--- src/qte_pkg.sv ---
`default_nettype none
package qte_pkg;

  localparam int CORDIC_STEPS = 16;
  localparam int TabLen = 24;
  localparam int CordicIters = (CORDIC_STEPS > TabLen) ? TabLen : CORDIC_STEPS;
  localparam int IterW = $clog2(TabLen);

  localparam int VecW = 40;
  localparam int SinW = 30;

  localparam logic [31:0] ATAN_TAB [TabLen] = '{
    32'd536870912, 32'd316933406, 32'd167458907, 32'd85004756, 32'd42667331,
    32'd21354465, 32'd10680862, 32'd5340245, 32'd2670163, 32'd1335087,
    32'd667544, 32'd333772, 32'd166886, 32'd83443, 32'd41721, 32'd20860,
    32'd10430, 32'd5215, 32'd2607, 32'd1303, 32'd651, 32'd325, 32'd162, 32'd81
  };

  typedef struct packed {
    logic signed [VecW-1:0] rn;
    logic signed [VecW-1:0] rd;
    logic signed [VecW-1:0] yn;
    logic signed [VecW-1:0] yd;
    logic signed [SinW-1:0] s;
    logic                   left;
  } qte_job_t;

  function automatic logic [15:0] to_out(input logic [31:0] acc);
    logic [31:0] r;
    r = acc + 32'h0000_8000;
    return r[31:16];
  endfunction

endpackage
`default_nettype wire

--- src/qte_back.sv ---
`default_nettype none
module qte_back
  import qte_pkg::*;
(
  input  wire logic        clk_i,
  input  wire logic        rst_ni,
  input  wire logic        job_valid_i,
  output logic             job_ready_o,
  input  qte_job_t         job_i,
  output logic             m_tvalid_o,
  input  wire logic        m_tready_i,
  output logic [55:0]      m_tdata_o
);

  localparam logic [2:0] B_IDLE = 3'd0;
  localparam logic [2:0] B_SQ   = 3'd1;
  localparam logic [2:0] B_INIT = 3'd2;
  localparam logic [2:0] B_SQRT = 3'd3;
  localparam logic [2:0] B_LOAD = 3'd4;
  localparam logic [2:0] B_ITER = 3'd5;
  localparam logic [2:0] B_OUT  = 3'd6;

  localparam logic [1:0] J_ROLL  = 2'd0;
  localparam logic [1:0] J_PITCH = 2'd1;
  localparam logic [1:0] J_YAW   = 2'd2;

  logic [2:0] st_q;
  qte_job_t job_q;
  logic [28:0] sabs_q;
  logic [57:0] s2_q;
  logic [56:0] v_q;
  logic [57:0] res_q;
  logic [4:0] k_q;
  logic [1:0] sel_q;
  logic signed [VecW-1:0] cx_q, cy_q;
  logic [31:0] acc_q;
  logic [IterW-1:0] i_q;
  logic [15:0] roll_q, pitch_q, yaw_q;
  logic m_tvalid_q;
  logic [55:0] m_tdata_q;

  logic [57:0] bitv, trial;
  logic signed [VecW-1:0] op_y, op_x, xs, ys, nx, ny;
  logic [31:0] nacc;
  logic signed [15:0] pang;
  logic [15:0] pclamp;
  logic [28:0] cval;

  assign job_ready_o = (st_q == B_IDLE);
  assign m_tvalid_o = m_tvalid_q;
  assign m_tdata_o = m_tdata_q;
  assign cval = res_q[28:0];

  always_comb begin
    bitv = 58'd1 << {k_q, 1'b0};
    trial = res_q + bitv;
    unique case (sel_q)
      J_ROLL: begin
        op_y = job_q.rn;
        op_x = job_q.rd;
      end
      J_PITCH: begin
        op_y = VecW'(job_q.s);
        op_x = VecW'({1'b0, cval});
      end
      default: begin
        op_y = job_q.yn;
        op_x = job_q.yd;
      end
    endcase
    xs = cx_q >>> i_q;
    ys = cy_q >>> i_q;
    if (cy_q > 0) begin
      nx = cx_q + ys;
      ny = cy_q - xs;
      nacc = acc_q + ATAN_TAB[i_q];
    end else begin
      nx = cx_q - ys;
      ny = cy_q + xs;
      nacc = acc_q - ATAN_TAB[i_q];
    end
    pang = to_out(nacc);
    if (pang > 16'sd16384) pclamp = 16'd16384;
    else if (pang < -16'sd16384) pclamp = 16'hC000;
    else pclamp = pang;
  end

  always_ff @(posedge clk_i or negedge rst_ni) begin
    if (!rst_ni) begin
      st_q <= B_IDLE;
      m_tvalid_q <= 1'b0;
    end else begin
      if (st_q == B_OUT && (!m_tvalid_q || m_tready_i)) m_tvalid_q <= 1'b1;
      else if (m_tready_i) m_tvalid_q <= 1'b0;
      unique case (st_q)
        B_IDLE: begin
          if (job_valid_i) begin
            job_q <= job_i;
            sabs_q <= job_i.s[SinW-1] ? 29'(-job_i.s) : 29'(job_i.s);
            st_q <= B_SQ;
          end
        end
        B_SQ: begin
          s2_q <= 58'(sabs_q) * 58'(sabs_q);
          st_q <= B_INIT;
        end
        B_INIT: begin
          v_q <= 57'((58'd1 << 56) - s2_q);
          res_q <= '0;
          k_q <= 5'd28;
          st_q <= B_SQRT;
        end
        B_SQRT: begin
          if ({1'b0, v_q} >= trial) begin
            v_q <= 57'({1'b0, v_q} - trial);
            res_q <= (res_q >> 1) + bitv;
          end else begin
            res_q <= res_q >> 1;
          end
          k_q <= k_q - 5'd1;
          if (k_q == 5'd0) begin
            sel_q <= J_ROLL;
            st_q <= B_LOAD;
          end
        end
        B_LOAD: begin
          if (sel_q == J_PITCH && cval == 29'd0) begin
            pitch_q <= job_q.s[SinW-1] ? 16'hC000 : 16'd16384;
            sel_q <= J_YAW;
          end else if (op_x == 0 && op_y == 0) begin
            unique case (sel_q)
              J_ROLL: roll_q <= '0;
              J_PITCH: pitch_q <= '0;
              default: yaw_q <= '0;
            endcase
            if (sel_q == J_YAW) st_q <= B_OUT;
            else sel_q <= sel_q + 2'd1;
          end else begin
            if (op_x < 0) begin
              cx_q <= -op_x;
              cy_q <= -op_y;
              acc_q <= 32'h8000_0000;
            end else begin
              cx_q <= op_x;
              cy_q <= op_y;
              acc_q <= '0;
            end
            i_q <= '0;
            st_q <= B_ITER;
          end
        end
        B_ITER: begin
          cx_q <= nx;
          cy_q <= ny;
          acc_q <= nacc;
          i_q <= i_q + IterW'(1);
          if (i_q == IterW'(CordicIters - 1)) begin
            unique case (sel_q)
              J_ROLL: roll_q <= to_out(nacc);
              J_PITCH: pitch_q <= pclamp;
              default: yaw_q <= to_out(nacc);
            endcase
            if (sel_q == J_YAW) st_q <= B_OUT;
            else begin
              sel_q <= sel_q + 2'd1;
              st_q <= B_LOAD;
            end
          end
        end
        B_OUT: begin
          if (!m_tvalid_q || m_tready_i) begin
            m_tdata_q <= {7'd0, job_q.left, yaw_q, pitch_q, roll_q};
            st_q <= B_IDLE;
          end
        end
        default: st_q <= B_IDLE;
      endcase
    end
  end

endmodule
`default_nettype wire
--- config.mk ---
export PLATFORM = sky130hd
export DESIGN_NAME = qte_back
export DESIGN_NICKNAME = d
export VERILOG_FILES = /design/src/qte_pkg.sv /design/src/qte_back.sv
export SDC_FILE = /design/constraint.sdc
export NUM_CORES = 2
export LEC_CHECK = 0
export ABC_AREA = 0
export BUFFER_PORTS_ARGS = -buffer_cell sky130_fd_sc_hd__buf_2
export CAP_MARGIN = 20
export CORE_ASPECT_RATIO = 1.1
export CORE_UTILIZATION = 50
export DETAILED_ROUTE_END_ITERATION = 8
export HOLD_SLACK_MARGIN = 0.06
export PLACE_DENSITY_LB_ADDON = 0.25
export SLEW_MARGIN = 30
export SYNTH_ARGS = -nofsm -noshare
export SYNTH_HDL_FRONTEND = slang
export SYNTH_SLANG_ARGS = --single-unit
export TNS_END_PERCENT = 100
--- constraint.sdc ---
create_clock -name clk_i -period 26.6 [get_ports clk_i]
set_input_delay 5.32 -clock clk_i [delete_from_list [all_inputs] [get_ports clk_i]]
set_output_delay 5.32 -clock clk_i [all_outputs]
set_load 0.03 [all_outputs]
# == Word-level counts from Yosys, hierarchy flattened ==
# Memory sizes are Yosys's and may differ from the RTL's.
# Cells that the tools add are included.
# op_classes
add_sub_neg,17
multipliers,1
shift,3
n_bitwise,1
order_cmp,6
n_eq_ne,25
n_reduce_logical,27
n_mux,66
# ops
operator,n
$mux 40,8
$pmux 40 s2,4
$mux 16,18
$mux 32,6
$pmux 58 s2,1
$pmux 57 s2,1
$pmux 16 s2,3
$add 40x40->40,2
$logic_not 40->1,2
$neg 40->40,2
$sshr 40x5->40,2
$sub 40x40->40,2
$pmux 32 s2,1
$add 57x58->58,1
$add 58x58->58,1
$ge 57x58->1,1
$mux 58,1
$shl 1x6->58 const A,1
$mul 29x29->57,1
$mux 57,1
$sub 57x57->57,1
$sub 57x57->57 const A,1
$gt 40x1->1 const B,1
$lt 40x1->1 const B,1
other kinds (44),83
# totals
output_inout_bits,58
n_memories,1
mem_bits_ro,1024
ff_bits,617
wordCells,169
input_bits,195
# mem_list
memory,words,word_bits,read_ports,rd_ports_with_merged_regs,write_ports,line,text
(name not given),32,32,1,0,0,qte_back.sv:80,nacc = acc_q - ATAN_TAB[i_q];

# == Longest topological paths before layout ==
# logic_depth
ltp_word,13
depth_mapped,35

# == Worst setup path after synthesis ==
# No wires, ideal clock.
# synth_path
path_type,in2reg
startpoint,input port job_valid_i
endpoint,register job_q[0] (netlist name) (enable)
setup_time_ps,1412
path_slack_ps,-2415
arrival_ps,27603
t_required_ps,25188
path_stages,2
path_cell_list,nand2b_1 > nor4b_1
# synth_between
elab_chain_cells,1
# synth_lines
item,line,text
start: declaration,qte_back.sv:7,"input wire logic job_valid_i,"
$reduce_and 3->1 (no line),n/a,
end signal: assignment,qte_back.sv:98,job_q <= job_i;
end: declaration,qte_back.sv:28,qte_job_t job_q;
# Every way passes these cells.
# A chain may end at the register's enable or synchronous reset.

# == Final worst setup path ==
# layout_path
startpoint,register sabs_q[4]
endpoint,register s2_q[37] (data pin)
# layout_between
elab_chain_cells,1
# layout_lines
item,line,text
start: declaration,qte_back.sv:29,logic [28:0] sabs_q;
start signal: assignment,qte_back.sv:99,sabs_q <= job_i.s[SinW-1] ? 29'(-job_i.s) : 29'(job_i.s);
$mul 29x29->57,qte_back.sv:104,s2_q <= 58'(sabs_q) * 58'(sabs_q);
end signal: assignment,qte_back.sv:104,
end: declaration,qte_back.sv:30,logic [57:0] s2_q;
# Every way passes these cells.

==> flow_metrics.tcl <==
set metrics [dict create \
    hold_path_depth 0 \
    antenna_found_initial 21 \
    dp_hpwl_um 171000 \
    syn_avg_cell_area_um2 9.58 \
    fin_setup_tns_ns 0 \
    viasPerCell 6.04 \
    insertion_delay_ns 0.70 \
    outcome "finished clean" \
    syn_to_final_growth_pct 7.50 \
    multi_input_area_um2 48300 \
    ys_async_sr_fraction_pct 0.650 \
    synth_top_cell_area_share_pct 25.7 \
    ys_seq_elements 615 \
    cts_resized 0 \
    htreeDepth 3 \
    synth_ff_type "edfxtp_1" \
    cpMaxStageDelayCell "o41ai_1" \
    yosysMostFrequentCell "inv_1" \
    postRouteAntennaNets 0 \
    num_vias 57400 \
    post-route-min-period_ns 9.06 \
    netlist_instances 7453 \
    grt_overflow_total 0 \
    cts_buffer_depth 3 \
    finalCritPeriodShare_pct 34.1 \
    track_usage_pct 30.2 \
    die_w_um 362 \
    tightest_slew_ns 1.02 \
    min_path_type "flip-flop to flip-flop" \
    r2r_end "s2_q[37]" \
    io_buffer_count 245 \
    hold_end "m_tdata_o[36]" \
    synth.distinct_cells 103 \
    ys_top_cells_by_area "edfxtp_1 26%, fa_1 18%, ha_1 8.8%, inv_1 4.7%, xnor2_1 3.9%" \
    postCtsSetupBuffers 0 \
    p_leak_nw 32.9 \
    drive_above_1_share_pct 9.53 \
    num_io_pins 253 \
    grt_pass1_vias 56500 \
    path_clk_slew_ns 0.06 \
    rsz0062_at_grt "no" \
    max_freq_ghz 0.110 \
    drt-initial-drc-count 5386 \
    fp.dieArea_um2 144000 \
    path_class "flip-flop to flip-flop" \
    nFillCells 12800 \
    die_h_um 398 \
    synth_area_um2 71400 \
    hp-start "yaw_q[4]" \
    ir_drop_mv 0.0635 \
    arrival_ns 9.50 \
    post-route-drc-count 0 \
    seq_area_um2 18400 \
    start_kind "flip-flop" \
    r2r-start "sabs_q[4]" \
    grt_pass1_wl_um 334000 \
    clock-root-buffer "clkbuf_16" \
    totalPowerFinal_mw 5.21 \
    cp_common_cell "fa_1" \
    fin_nets 8857 \
    synth_area_leader_cell "edfxtp_1" \
    place_congestion 1.00 \
    r2r_slack_ns 17.54 \
    wire_per_inst_um 23.2 \
    slowest_delay_ns 0.66 \
    finalWirelength_um 220000 \
    synth_edf_count 611 \
    cts_tree "built" \
    cap_violations 0 \
    grt_max_degree 143 \
    cts_hold_buf 0 \
    cts.sinks 615 \
    rows 145 \
    cellPowerDensity_nw_per_um2 67.9 \
    core_um2 142000 \
    ys_seq_area_share_pct 25.8 \
    endpoint_kind "flip-flop" \
    r2r_cells 27 \
    ys.warnings.count 0 \
    slew_viol_final 0 \
    synth_commonest_cells "885 x inv_1, 681 x nand2_1, 653 x fa_1, 611 x edfxtp_1, 500 x ha_1" \
    drt_pass1_iterations 8 \
    finalSetupViolations 0 \
    initial_core_util_pct 50.3 \
    report.final.hold_viol_count 0 \
    cts_buffers 72 \
    path_max_fanout 25 \
    fin_skew_ns 0.0400 \
    required_ns 27.04 \
    slew_headroom_pct 31.7 \
]
-- layout make-up --
cell class	count	share of cell area, %
repair buffers	328	2.44
inverters	891	4.36
multi-input cells	5601	62.9
well taps	1911	3.11
clock inverters	45	0.675
clock buffers	87	2.43
diodes	18	0.0587
flip-flops and latches	615	24.0
-- power by group --
part | total (mW) | switching (mW) | internal, mW
clock network | 1.02 | 0.460 | 0.555
logic | 2.68 | 1.62 | 1.06
registers | 1.51 | 0.168 | 1.34
total | 5.21 | 2.25 | 2.96
-- how the worst max path moves through the flow --
stage	startpoint	endpoint	slack, ns	depth (start not counted)
2_1_floorplan	rst_ni	job_q[0]	8.54	1
4_1_cts	sabs_q[4]	s2_q[37]	17.61	27
5_1_grt	sabs_q[4]	s2_q[37]	17.05	27
6_report	sabs_q[4]	s2_q[37]	17.54	27
3_3_place_gp	job_valid_i	job_q[175]	17.09	6
3_5_place_dp	job_valid_i	sabs_q[22]	17.25	7
-- metrics by stage --
stage               cells  area (um^2)  setup slack, ns  utilization, %  hold slack (ns)
global placement     9345        74300            17.09            52.4            0.401
finish               9496        76800            17.54            54.1            0.417
floorplan            7459        71500             8.54               -            0.400
CTS                  9478        76700            17.61            54.1            0.391
global route         9489        76800            17.05            54.1            0.414
detailed placement   9346        74300            17.25            52.4            0.405
-- kinds of logic (layout without fill, tap and decap cells) --
logic type,Yosys count,after routing,synth area share [%]
muxes,207,207,4.74
DFF,615,615,25.8
and+or+nand+nor,2049,2049,13.8
other,1,25,0.00525
AOI/OAI and AO/OA,1635,1635,15.0
adders and majority gates,1153,1153,27.1
buffers and inverters,1243,1351,6.81
xor gates and xnor gates,550,550,6.74
-- cells in the final DEF (no fill, tap or decap), types with 101 or more instances in the layout --
cell,n
a21o_1,147
xnor2_1,315
nor3_1,109
o21ai_0,357
edfxtp_1,611
xor2_1,235
nand2_1,679
nand3_1,108
and2_1,212
nor2_1,481
a31oi_1,108
inv_1,885
mux4_2,101
fa_1,653
ha_1,498
buf_2,245
a21oi_1,388
-- registers in the layout (all words and copies together) (netlist names), 28 cells and up --
register   cells
m_tdata_o     49
job_q        191
cy_q          40
sabs_q        28
cx_q          40
v_q           57
s2_q          56
res_q         58
acc_q         32
-- critical path: cells and delay by family (launching register included) --
family	cells	cell delay (ns)
xor+xnor	1	0.09
compound gates	5	2.03
fa+ha+maj	9	4.33
flops	1	0.33
buf+inv	7	0.99
simple gates	5	1.04
-- per-layer routing --
layer / wire length, um / GRT usage, % / vias up
li1: - / - / 26200
met5: 46 / 0 / -
met1: 88000 / 39.2 / 28200
met4: 11800 / 15.1 / 6
met3: 17100 / 4.83 / 523
met2: 103000 / 49.1 / 2488
No activity file was read; power rests on OpenSTA's default activity.
