--- src/qte_pkg.sv ---
`default_nettype none
package qte_pkg;

  localparam int CORDIC_STEPS = 16;
  localparam int TabLen = 24;
  localparam int CordicIters = (CORDIC_STEPS > TabLen) ? TabLen : CORDIC_STEPS;
  localparam int IterW = $clog2(TabLen);

  localparam int VecW = 40;
  localparam int SinW = 30;

  localparam logic [31:0] ATAN_TAB [TabLen] = '{
    32'd536870912, 32'd316933406, 32'd167458907, 32'd85004756, 32'd42667331,
    32'd21354465, 32'd10680862, 32'd5340245, 32'd2670163, 32'd1335087,
    32'd667544, 32'd333772, 32'd166886, 32'd83443, 32'd41721, 32'd20860,
    32'd10430, 32'd5215, 32'd2607, 32'd1303, 32'd651, 32'd325, 32'd162, 32'd81
  };

  typedef struct packed {
    logic signed [VecW-1:0] rn;
    logic signed [VecW-1:0] rd;
    logic signed [VecW-1:0] yn;
    logic signed [VecW-1:0] yd;
    logic signed [SinW-1:0] s;
    logic                   left;
  } qte_job_t;

  function automatic logic [15:0] to_out(input logic [31:0] acc);
    logic [31:0] r;
    r = acc + 32'h0000_8000;
    return r[31:16];
  endfunction

endpackage
`default_nettype wire

--- src/qte_fifo.sv ---
`default_nettype none
module qte_fifo
  import qte_pkg::*;
(
  input  wire logic     clk_i,
  input  wire logic     rst_ni,
  input  wire logic     wr_valid_i,
  output logic          wr_ready_o,
  input  qte_job_t      wr_data_i,
  output logic          rd_valid_o,
  input  wire logic     rd_ready_i,
  output qte_job_t      rd_data_o
);

  qte_job_t mem_q [2];
  logic wp_q, rp_q;
  logic [1:0] cnt_q;
  logic do_wr, do_rd;

  assign wr_ready_o = (cnt_q != 2'd2);
  assign rd_valid_o = (cnt_q != 2'd0);
  assign rd_data_o = mem_q[rp_q];
  assign do_wr = wr_valid_i && wr_ready_o;
  assign do_rd = rd_valid_o && rd_ready_i;

  always_ff @(posedge clk_i or negedge rst_ni) begin
    if (!rst_ni) begin
      wp_q <= 1'b0;
      rp_q <= 1'b0;
      cnt_q <= 2'd0;
    end else begin
      if (do_wr) begin
        mem_q[wp_q] <= wr_data_i;
        wp_q <= ~wp_q;
      end
      if (do_rd) rp_q <= ~rp_q;
      if (do_wr && !do_rd) cnt_q <= cnt_q + 2'd1;
      else if (!do_wr && do_rd) cnt_q <= cnt_q - 2'd1;
    end
  end

endmodule
`default_nettype wire

--- config.mk ---
export PLATFORM = sky130hd
export DESIGN_NAME = qte_fifo
export DESIGN_NICKNAME = d
export VERILOG_FILES = /design/src/qte_pkg.sv /design/src/qte_fifo.sv
export SDC_FILE = /design/constraint.sdc
export NUM_CORES = 1
export LEC_CHECK = 0
export BUFFER_PORTS_ARGS = -buffer_cell sky130_fd_sc_hd__buf_4
export CAP_MARGIN = 10
export CORE_MARGIN = 3
export CORE_UTILIZATION = 52
export DETAILED_ROUTE_END_ITERATION = 8
export GPL_ROUTABILITY_DRIVEN = 0
export PLACE_DENSITY_LB_ADDON = 0.08
export SYNTH_ARGS = -nofsm -noshare
export SYNTH_HDL_FRONTEND = slang
export SYNTH_SLANG_ARGS = --single-unit
--- constraint.sdc ---
create_clock -name clk_i -period 10.5 [get_ports clk_i]
set_input_delay 2.1 -clock clk_i [delete_from_list [all_inputs] [get_ports clk_i]]
set_output_delay 2.1 -clock clk_i [all_outputs]
set_load 0.005 [all_outputs]
# --- Word level (Yosys, flattened, before mapping) ---
# Memories as Yosys holds them, arrays and structs flattened.
# Index checks and enable logic that the tools add are counted.
totals:
  input_bits: 195
  memories: 1
  elab_cells: 22
  register_bits: 4
  ramBits: 382
  output_inout_bits: 193
mem_list:
  columns: ["memory", "depth", "word_bits", "rd", "rd_clocked_by_memory_dff", "wr", "line_no", "rtl"]
  rows:
  - ["mem_q", 2, 191, 1, 0, 1, "qte_fifo.sv:15", "qte_job_t mem_q [2];"]
op_classes:
  reduce_logical: 9
  n_bitwise: 2
  n_eq_ne: 1
  addsub: 2
  n_mux: 4
ops:
  columns: ["operator", "count"]
  rows:
  - ["logical AND 1 bit", 5]
  - ["two-way mux 2 bit", 2]
  - ["nonzero test 2 bit", 2]
  - ["adder 2 x 1 -> 2 bit, second input constant", 1]
  - ["logical NOT 1 bit", 2]
  - ["two-way mux 1 bit", 2]
  - ["inequality test 2 bit, second input constant", 1]
  - ["inverter 1 bit", 2]
  - ["subtractor 2 x 1 -> 2 bit, second input constant", 1]

# --- Depth between registers and ports, before layout ---
# Gate-level depths: netlist of run 1.
logic_depth:
  ltp_word: 6
  ltp_mapped: 6
  mapped_depth_nobuf: 6

# --- Worst setup path before layout of run 1 ---
# No wires, ideal clock.
synth_timing:
  kind: "input-to-reg"
  from: "in rst_ni"
  to: "mem mem_q[0][0] (netlist bit) (enable)"
  arrival_ns: 10.112
  t_required_ns: 9.755
  slack_ns: -0.357
  stages: 2
  path_buffers: 0
  setup_time_ns: 0.745
  path_cell_list: "nand3_1 > nor2_1"
synth_via:
  elab_chain_len: 2
synth_rtl:
  columns: ["element", "line_no", "rtl"]
  rows:
  - ["from (decl)", "qte_fifo.sv:6", "input wire logic rst_ni,"]
  - ["logical AND 1 bit (not written as such)", "qte_fifo.sv:33", "mem_q[wp_q] <= wr_data_i;"]
  - ["two-way mux 1 bit (not written as such)", "qte_fifo.sv:33", null]
  - ["to (decl)", "qte_fifo.sv:15", null]
# No other way between the ends.

==> impl_metrics.json, run 1 <==
{
  "pwr-share-seq": 0.452,
  "cts_tree": "yes",
  "hold_violations": 0,
  "cts_setup_buffers": 0,
  "die_w_um": 170,
  "synthTopCellsByCount": "edfxtp_1 (382), mux2_2 (191), buf_6 (20)",
  "viasPerCell": 5.15,
  "gr-total-overflow": 0,
  "p_sw_frac": 0.251,
  "cts_root_buf": "clkbuf_16",
  "grt_pass1_vias": 7627,
  "outcome": "finished clean",
  "netlist_instances": 613,
  "max-vdd-ir-drop_v": 0.000173,
  "rsz0062_at_grt": "false",
  "vias": 7191,
  "dr.pass1.iters": 7,
  "rows": 59,
  "netlist_area_mm2": 0.0141,
  "endpoint_kind": "output pin",
  "cp.required_ns": 8.40,
  "multi_input_area_mm2": 0.00226,
  "fin_tns_setup_ns": 0,
  "fillers": 1747,
  "timing.final.crit_share": 0.504,
  "totalWireLength_um": 29800,
  "die_h_um": 170,
  "skew_ns": 0.0141,
  "avgSynthCellArea_um2": 22.9,
  "critical_path_class": "reg2out",
  "grt_pass1_wl_um": 43100,
  "port_buffers": 387,
  "drc": 0,
  "wl_per_cell_um": 21.3,
  "drive_above_1_share": 0.605,
  "grt_start_max_net_pins": 80,
  "antenna_left": 0,
  "synth-edff-count": 382,
  "synth_ff_type": "edfxtp_1",
  "register_area_mm2": 0.0116,
  "slew_headroom": 0.266,
  "pwr-share-comb": 0.262,
  "die_area_mm2": 0.0290,
  "finalSetupViolations": 0,
  "worstPathArrival_ns": 3.20,
  "clkTransAtPathRegs_ns": 0.06,
  "max_freq_ghz": 0.189,
  "cts_made_buffers": 39,
  "clkPwrFrac": 0.286,
  "switchingPower_mw": 1.12,
  "critical_path.max_fanout": 79,
  "yosysTopAreaCellShare": 0.816,
  "grt_use_total": 0.197,
  "fin_nets": 1226,
  "ys_seq_elements": 386,
  "worstSkewPairLatency_ns": 0.52,
  "yosysSeqAreaShare": 0.824,
  "ys_top_cells_by_area": "edfxtp_1 (82%), mux2_2 (15%), buf_6 (1.6%)",
  "core_area_mm2": 0.0263,
  "drt_iter0_drc": 527,
  "internal-power_mw": 3.34,
  "cts.hold.buffers_added": 0,
  "cap_violations": 0,
  "tightest_slew_ns": 1.10,
  "synthArstFlopShare": 0.0104,
  "place_hpwl_um": 20400,
  "place_area_mm2": 0.0172,
  "cts_buffer_depth": 3,
  "stdcell_area_mm2": 0.0184,
  "cts_resized": 0,
  "layout-area-overhead-vs-synth_pct": 31.2,
  "leakage_nw": 6.82,
  "antenna_found_initial": 1,
  "hold_path.class": "reg2reg",
  "synth.most_common_cell": "edfxtp_1",
  "yosys.area.top_type": "edfxtp_1",
  "finalMaxSlewViolations": 0,
  "synth_warnings": 0,
  "start_util": 0.535,
  "p_per_area_mw_per_mm2": 242,
  "cts.sinks": 386,
  "ys_types": 15,
  "synthesis.nets": 809,
  "cp-start-kind": "register",
  "fin_hold_ws_ns": 0.500,
  "htree_levels": 2,
  "fin_crit_ns": 5.30,
  "ios": 388
}
## layer usage
| layer | global-route usage | vias to the layer above | routed length (um) |
|---|---|---|---|
| met5 | 0 | - | 0 |
| met4 | 0.0741 | 0 | 1040 |
| met3 | 0.0720 | 55 | 2840 |
| met2 | 0.339 | 291 | 15200 |
| met1 | 0.227 | 3556 | 10700 |
| li1 | - | 3289 | - |
## worst max-delay path: stages, from the launching register on
cell     delay (ns)
dfrtp_4        1.15
buf_4          0.89
mux2_2         0.43
buf_4          0.14
## final timing paths
check                                     start               endpoint  slack [ns]  cells past startpoint
setup / recovery               rp_q$_DFFE_PN0P_           rd_data_o[9]        5.20                      3
hold / removal             cnt_q[1]$_DFFE_PN0P_   cnt_q[1]$_DFFE_PN0P_        0.50                      1
setup reg to reg           cnt_q[0]$_DFFE_PN0P_  mem_q[1][6]$_DFFE_PP_        7.94                      5
hold reg to reg            cnt_q[1]$_DFFE_PN0P_   cnt_q[1]$_DFFE_PN0P_        0.50                      1
max in group asynchronous                rst_ni       rp_q$_DFFE_PN0P_        9.01                      1
min in group asynchronous                rst_ni   cnt_q[1]$_DFFE_PN0P_        1.37                      1
## power groups by stage
stage               registers, mW  logic, mW  clock network [mW]
floorplan                    2.04      0.685                   0
global placement             2.05       1.18                   0
detailed placement           2.05       1.18                   0
CTS                          2.02       1.19                1.31
global route                 2.04       1.25                1.37
finish                       2.02       1.17                1.28
## layout make-up
type / count / area share
Multi-Input combinational cell: 205 / 0.123
Clock inverter: 18 / 0.00557
Tap cell: 335 / 0.0227
Clock buffer: 52 / 0.0590
Inverter: 1 / 0.000204
Timing Repair Buffer: 397 / 0.162
Antenna cell: 1 / 0.000136
Sequential cell: 386 / 0.628
## cells by family (layout without fill, tap and decap cells)
group                    count (synthesis)  count (layout)  share of synthesized area
AND/OR/NAND/NOR                          8               8                    0.00276
adder cells (fa/ha/maj)                  1               1                   0.000890
other                                    0               1                          0
XOR/XNOR                                 5               5                    0.00312
flip-flops                             386             386                      0.824
multiplexers                           191             191                      0.153
buffers and inverters                   22             468                     0.0167
## layout by cell type (no fill, tap or decap)
| cell | n |
|---|---|
| and2_1 | 1 |
| buf_4 | 397 |
| bufinv_16 | 1 |
| clkbuf_1 | 9 |
| clkbuf_16 | 41 |
| clkbuf_8 | 2 |
| clkinv_1 | 12 |
| clkinv_2 | 4 |
| clkinvlp_4 | 1 |
| dfrtp_1 | 3 |
| dfrtp_4 | 1 |
| diode_2 | 1 |
| edfxtp_1 | 382 |
| ha_1 | 1 |
| inv_1 | 1 |
| mux2_2 | 191 |
| nand2_1 | 1 |
| nand2b_1 | 1 |
| nand3_1 | 1 |
| nor2_1 | 1 |
| nor2_4 | 2 |
| or2_2 | 1 |
| xnor2_1 | 3 |
| xor2_1 | 2 |
## metrics by stage
stage                     utilization  worst slack (ns)  power, mW  cells
final                           0.701              5.20       4.47   1395
after global routing            0.701              5.03       4.66   1395
after CTS                       0.701              5.15       4.53   1394
after detailed placement        0.656              5.72       3.24   1324
after global placement          0.656              5.69       3.23   1324
after floorplan                     -            -0.357       2.72    613
## flip-flops by register name, indices dropped and copies added (netlist names)
signal  cells
wp_q        1
rp_q        1
cnt_q       2
mem_q     382
Power figures use the tool's default switching activity.
==> inputs of run 2 (changes only) <==
- clock period: 10.5 -> 4.88 ns (I/O delays scaled with it)
==> run 2 against run 1 <==
First-iteration DRC count shrank 25%. Sequential power is 110% higher. Wire length decreased by 1.1%. Core utilization about the same. Global-route usage fell by 0.56 points. Non-clock buffer count is 4 lower. Flip-flop and latch count unchanged. Worst setup slack got worse by 3.7 ns. Critical endpoint is now rd_data_o[18].
==> impl_metrics.json, run 2 (synthesis gave the netlist of run 1 again) <==
{
  "finalSetupViolations": 0,
  "fin_crit_ns": 3.40,
  "clkPwrFrac": 0.282,
  "dp.cells": 1320,
  "die_h_um": 170,
  "grt_use_total": 0.192,
  "wl_per_cell_um": 21.2,
  "cts.hold.buffers_added": 0,
  "switchingPower_mw": 2.40,
  "place_ws_ns": 1.98,
  "rsz0062_at_grt": "false",
  "reg2regPathDepth": 4,
  "drc": 0,
  "largest_reg_flops": 382,
  "top_regs": "mem_q x382, cnt_q x2",
  "max_freq_ghz": 0.294,
  "layout-area-overhead-vs-synth_pct": 31.1,
  "grt_start_max_net_pins": 192,
  "totalWireLength_um": 29400,
  "cts.sinks": 386,
  "cts_resized": 0,
  "cp_num_buf_inv": 2,
  "path_depth": 3,
  "pwr-share-comb": 0.270,
  "vias": 7207,
  "cts_tree": "yes",
  "critical_path_class": "reg2out",
  "gr-total-overflow": 0,
  "htree_levels": 2,
  "dr.pass1.iters": 4,
  "critPathTopFamily": "flip-flops",
  "cts_made_buffers": 40,
  "slowest_delay_ns": 0.83,
  "largest_register": "mem_q",
  "outcome": "finished clean",
  "start_util": 0.535,
  "p_per_area_mw_per_mm2": 520,
  "antenna_found_initial": 3,
  "drive_above_1_share": 0.601,
  "timing.final.crit_share": 0.698,
  "crit_chain": "buf_12 -> mux2_2 -> buf_4",
  "viasPerCell": 5.18,
  "crit_path_start": "rp_q$_DFFE_PN0P_",
  "cap_violations": 0,
  "worstPathArrival_ns": 2.43,
  "final_cell_mix": "buf_4 (389), edfxtp_1 (382), mux2_2 (191)",
  "leakage_nw": 6.80,
  "finalMaxSlewViolations": 0,
  "layout_setup_ws_ns": 1.48,
  "skew_ns": 0.0175,
  "grt_pass1_vias": 7588,
  "place_hpwl_um": 19600,
  "cts_setup_buffers": 0,
  "crit_path_top_delay_cell": "dfrtp_4",
  "die_area_mm2": 0.0290,
  "pwr-share-seq": 0.448,
  "fin_nets": 1223,
  "hold_path.class": "in2async",
  "p_sw_frac": 0.250,
  "r2r-start": "cnt_q[0]$_DFFE_PN0P_",
  "core_area_mm2": 0.0263,
  "cp.required_ns": 3.90,
  "tightest_slew_ns": 1.13,
  "endpoint_kind": "output pin",
  "hold_violations": 0,
  "slew_headroom": 0.245,
  "max-vdd-ir-drop_v": 0.000368,
  "cp-start-kind": "register",
  "rows": 59,
  "fin_cells": 1391,
  "worstSkewPairLatency_ns": 0.51,
  "antenna_left": 0,
  "cts_root_buf": "clkbuf_16",
  "cts_buffer_depth": 3,
  "port_buffers": 387,
  "clkTransAtPathRegs_ns": 0.06,
  "die_w_um": 170,
  "drt_iter0_drc": 393,
  "grt_pass1_wl_um": 41900,
  "mostFrequentLayoutCell": "buf_4",
  "ios": 388,
  "internal-power_mw": 7.18,
  "critical_path.max_fanout": 81
}
==> run 2: cell count changes in the layout (fill, tap and decap cells not counted), moves of 2 or more <==
cell / before / now
clkbuf_8: 2 / 0
clkinv_1: 12 / 14
buf_4: 397 / 389
buf_12: 0 / 4
==> run 2: metrics by stage <==
stage | hold slack (ns) | util | total power [mW] | TNS [ns] | cell area, um2
detailed placement | 0.485 | 0.657 | 6.99 | 0 | 17300
CTS | 0.243 | 0.701 | 9.71 | 0 | 18400
finish | 0.263 | 0.701 | 9.58 | 0 | 18400
floorplan | 0.456 | - | 5.80 | -628.37 | 14100
global route | 0.243 | 0.701 | 10.0 | 0 | 18400
global placement | 0.475 | 0.657 | 6.96 | 0 | 17300
==> run 2: worst paths after layout <==
kind,endpoint,slack [ns]
setup / recovery,rd_data_o[18],1.48
hold / removal,cnt_q[1]$_DFFE_PN0P_,0.26
setup reg to reg,mem_q[0][54]$_DFFE_PP_,2.54
hold reg to reg,cnt_q[1]$_DFFE_PN0P_,0.49
max in group asynchronous,rp_q$_DFFE_PN0P_,4.49
min in group clk_i,cnt_q[1]$_DFFE_PN0P_,0.49
==> run 2: area by class of cell <==
cell class / instances / area, um2
Fill cell: 1744 / 7860
Inverter: 1 / 3.75
Clock inverter: 18 / 97.6
Clock buffer: 51 / 1060
Sequential cell: 386 / 11600
Timing Repair Buffer: 393 / 3000
Tap cell: 335 / 419
Multi-Input combinational cell: 205 / 2260
Antenna cell: 2 / 5.00
==> run 2: per-layer routing <==
metal,vias up,routed length (um),track usage
met5,-,20,0
met4,2,1030,0.0737
met3,65,3190,0.0846
met2,289,14900,0.329
met1,3573,10300,0.211
li1,3278,-,-
==> run 2: power groups by stage <==
stage	Sequential [mW]	Clock, mW	Combinational, mW
after global routing	4.33	2.91	2.76
after detailed placement	4.37	0	2.62
after floorplan	4.32	0	1.48
final	4.29	2.70	2.58
after global placement	4.35	0	2.61
after CTS	4.30	2.77	2.63
==> inputs of run 3 (changes only) <==
- CORE_UTILIZATION: 52 -> 47
- clock period: 4.88 -> 2.8 ns (I/O delays scaled with it)
==> run 3 against run 2 <==
Flip-flop and latch count stayed put. Global-route usage is 1.7 points lower. Clock power is 77% higher. Sequential power is 73% higher. Combinational power is 83% higher. Worst setup slack worse by 1.4 ns. Total power is 77% higher. Via count is 0.69% lower. Core utilization is 6.0 points lower. Die area is 10% higher. Wire length is 0.29% higher. Hold slack worse by 0.028 ns. Critical path type unchanged. Largest cell class unchanged.
==> impl_metrics.json, run 3 (synthesis gave the netlist of run 1 again) <==
{
  "antenna_cells": 0,
  "fillers": 2123,
  "cts_tree": "yes",
  "cts.sinks": 386,
  "rows": 62,
  "die_w_um": 179,
  "vias": 7157,
  "p_per_area_mw_per_mm2": 908,
  "largest_register": "mem_q",
  "totalWireLength_um": 29500,
  "fin_crit_ns": 2.68,
  "timing.final.crit_share": 0.957,
  "antenna_found_initial": 0,
  "cts_setup_buffers": 0,
  "worstPathArrival_ns": 2.12,
  "grt_use_met1": 0.206,
  "core_area_mm2": 0.0291,
  "layout-area-overhead-vs-synth_pct": 32.8,
  "final_cell_mix": "buf_4 (388), edfxtp_1 (382), mux2_2 (191)",
  "place_ws_ns": 0.625,
  "antenna_left": 0,
  "gr-total-overflow": 0,
  "max-vdd-ir-drop_v": 0.000600,
  "worstSkewPairLatency_ns": 0.51,
  "worstReg2RegEnd": "mem_q[1][127]$_DFFE_PP_",
  "htree_levels": 2,
  "largest_reg_flops": 382,
  "leakage_nw": 6.87,
  "layout_setup_ws_ns": 0.122,
  "tightest_slew_ns": 0.460,
  "die_h_um": 179,
  "rsz0062_at_grt": "false",
  "outcome": "finished clean",
  "die_area_mm2": 0.0320,
  "grt_start_max_net_pins": 75,
  "clkTransAtPathRegs_ns": 0.06,
  "hold_violations": 0,
  "cp.required_ns": 2.24,
  "finalMaxSlewViolations": 0,
  "grt_pass1_vias": 7473,
  "top_usage_layer": "met2",
  "fin_hold_ws_ns": 0.235,
  "cts_buffer_depth": 3,
  "fin_nets": 1231,
  "r2r-start": "cnt_q[0]$_DFFE_PN0P_",
  "fin_tns_setup_ns": 0,
  "ios": 388,
  "hold_path_end": "mem_q[0][17]$_DFFE_PP_",
  "slew_headroom": 0.693,
  "cts_made_buffers": 41,
  "drc": 0,
  "critical_path.max_fanout": 25,
  "finalSetupViolations": 0,
  "reg2regPathDepth": 4,
  "endpoint_kind": "output pin",
  "cp-start-kind": "register",
  "port_buffers": 387,
  "met2_usage": 0.291,
  "skew_ns": 0.00591,
  "start_util": 0.483,
  "min_from": "wr_data_i[17]",
  "drt_iter0_drc": 337,
  "grt_pass1_wl_um": 42200,
  "hold_path.class": "in2reg",
  "drive_above_1_share": 0.606,
  "use_met3": 0.0678,
  "place_area_mm2": 0.0175,
  "max_freq_ghz": 0.373,
  "dr.pass1.iters": 4,
  "whs_path_depth": 1,
  "place_hpwl_um": 19600,
  "stdcell_area_mm2": 0.0187,
  "cts_root_buf": "clkbuf_16",
  "grt_use_total": 0.174,
  "wl_per_cell_um": 20.4,
  "top_regs": "mem_q x382, cnt_q x2",
  "critical_path_class": "reg2out",
  "cap_violations": 0,
  "rrSetupSlack_ns": 1.11,
  "mostFrequentLayoutCell": "buf_4",
  "viasPerCell": 4.95,
  "final_util": 0.641
}
run 3: cell count changes in the layout (fill, tap and decap cells not counted), sizes merged:
cell / delta
buf: +6
clkinvlp: +1
clkinv: -9
dlygate4sd3: +1
diode: -2
clkbuf: +8
run 3: worst max path at each step:
stage                     slack, ns               endpoint  cells past startpoint              from
after floorplan               -1.11  mem_q[0][0]$_DFFE_PP_                      2            rst_ni
after global placement         0.63          rd_data_o[52]                      3  rp_q$_DFFE_PN0P_
after detailed placement       0.63          rd_data_o[69]                      3  rp_q$_DFFE_PN0P_
after CTS                      0.08          rd_data_o[69]                      3  rp_q$_DFFE_PN0P_
after global routing           0.03          rd_data_o[71]                      3  rp_q$_DFFE_PN0P_
final                          0.12          rd_data_o[69]                      3  rp_q$_DFFE_PN0P_
run 3: timing repair:
action	in CTS	in global routing
endpoints found under the hold margin	4	0
hold buffers	1	0
gates resized for setup	0	0
run 3: critical path, cell delays in order (launching register included):
cell and delay, ns:
dfrtp_4 0.71, buf_4 0.37, mux2_2 0.38, buf_4 0.14
run 3: metal layers:
layer | vias up | share of wire
li1 | 3289 | -
met1 | 3536 | 0.37
met2 | 278 | 0.49
met3 | 54 | 0.11
met4 | 0 | 0.030
met5 | - | 0
run 3: stage by stage:
step,instances,power [mW]
2_1_floorplan,613,10.1
3_3_place_gp,1375,12.3
3_5_place_dp,1375,12.4
4_1_cts,1445,17.2
5_1_grt,1445,17.7
6_report,1445,16.9
run 3: cell type report:
class | count | area (um2) | area share
clock buffer | 59 | 1100 | 0.0591
clock inverter | 10 | 71.3 | 0.00382
tap | 384 | 480 | 0.0258
sequential | 386 | 11600 | 0.620
multi-input combinational | 205 | 2280 | 0.122
inverter | 1 | 3.75 | 0.000201
timing repair buffer | 400 | 3140 | 0.168
run 3: report_power, final:
part           internal (mW)  total (mW)  switching [mW]
Sequential              7.18        7.42           0.242
Combinational           2.71        4.73            2.03
Clock                   2.81        4.78            1.97
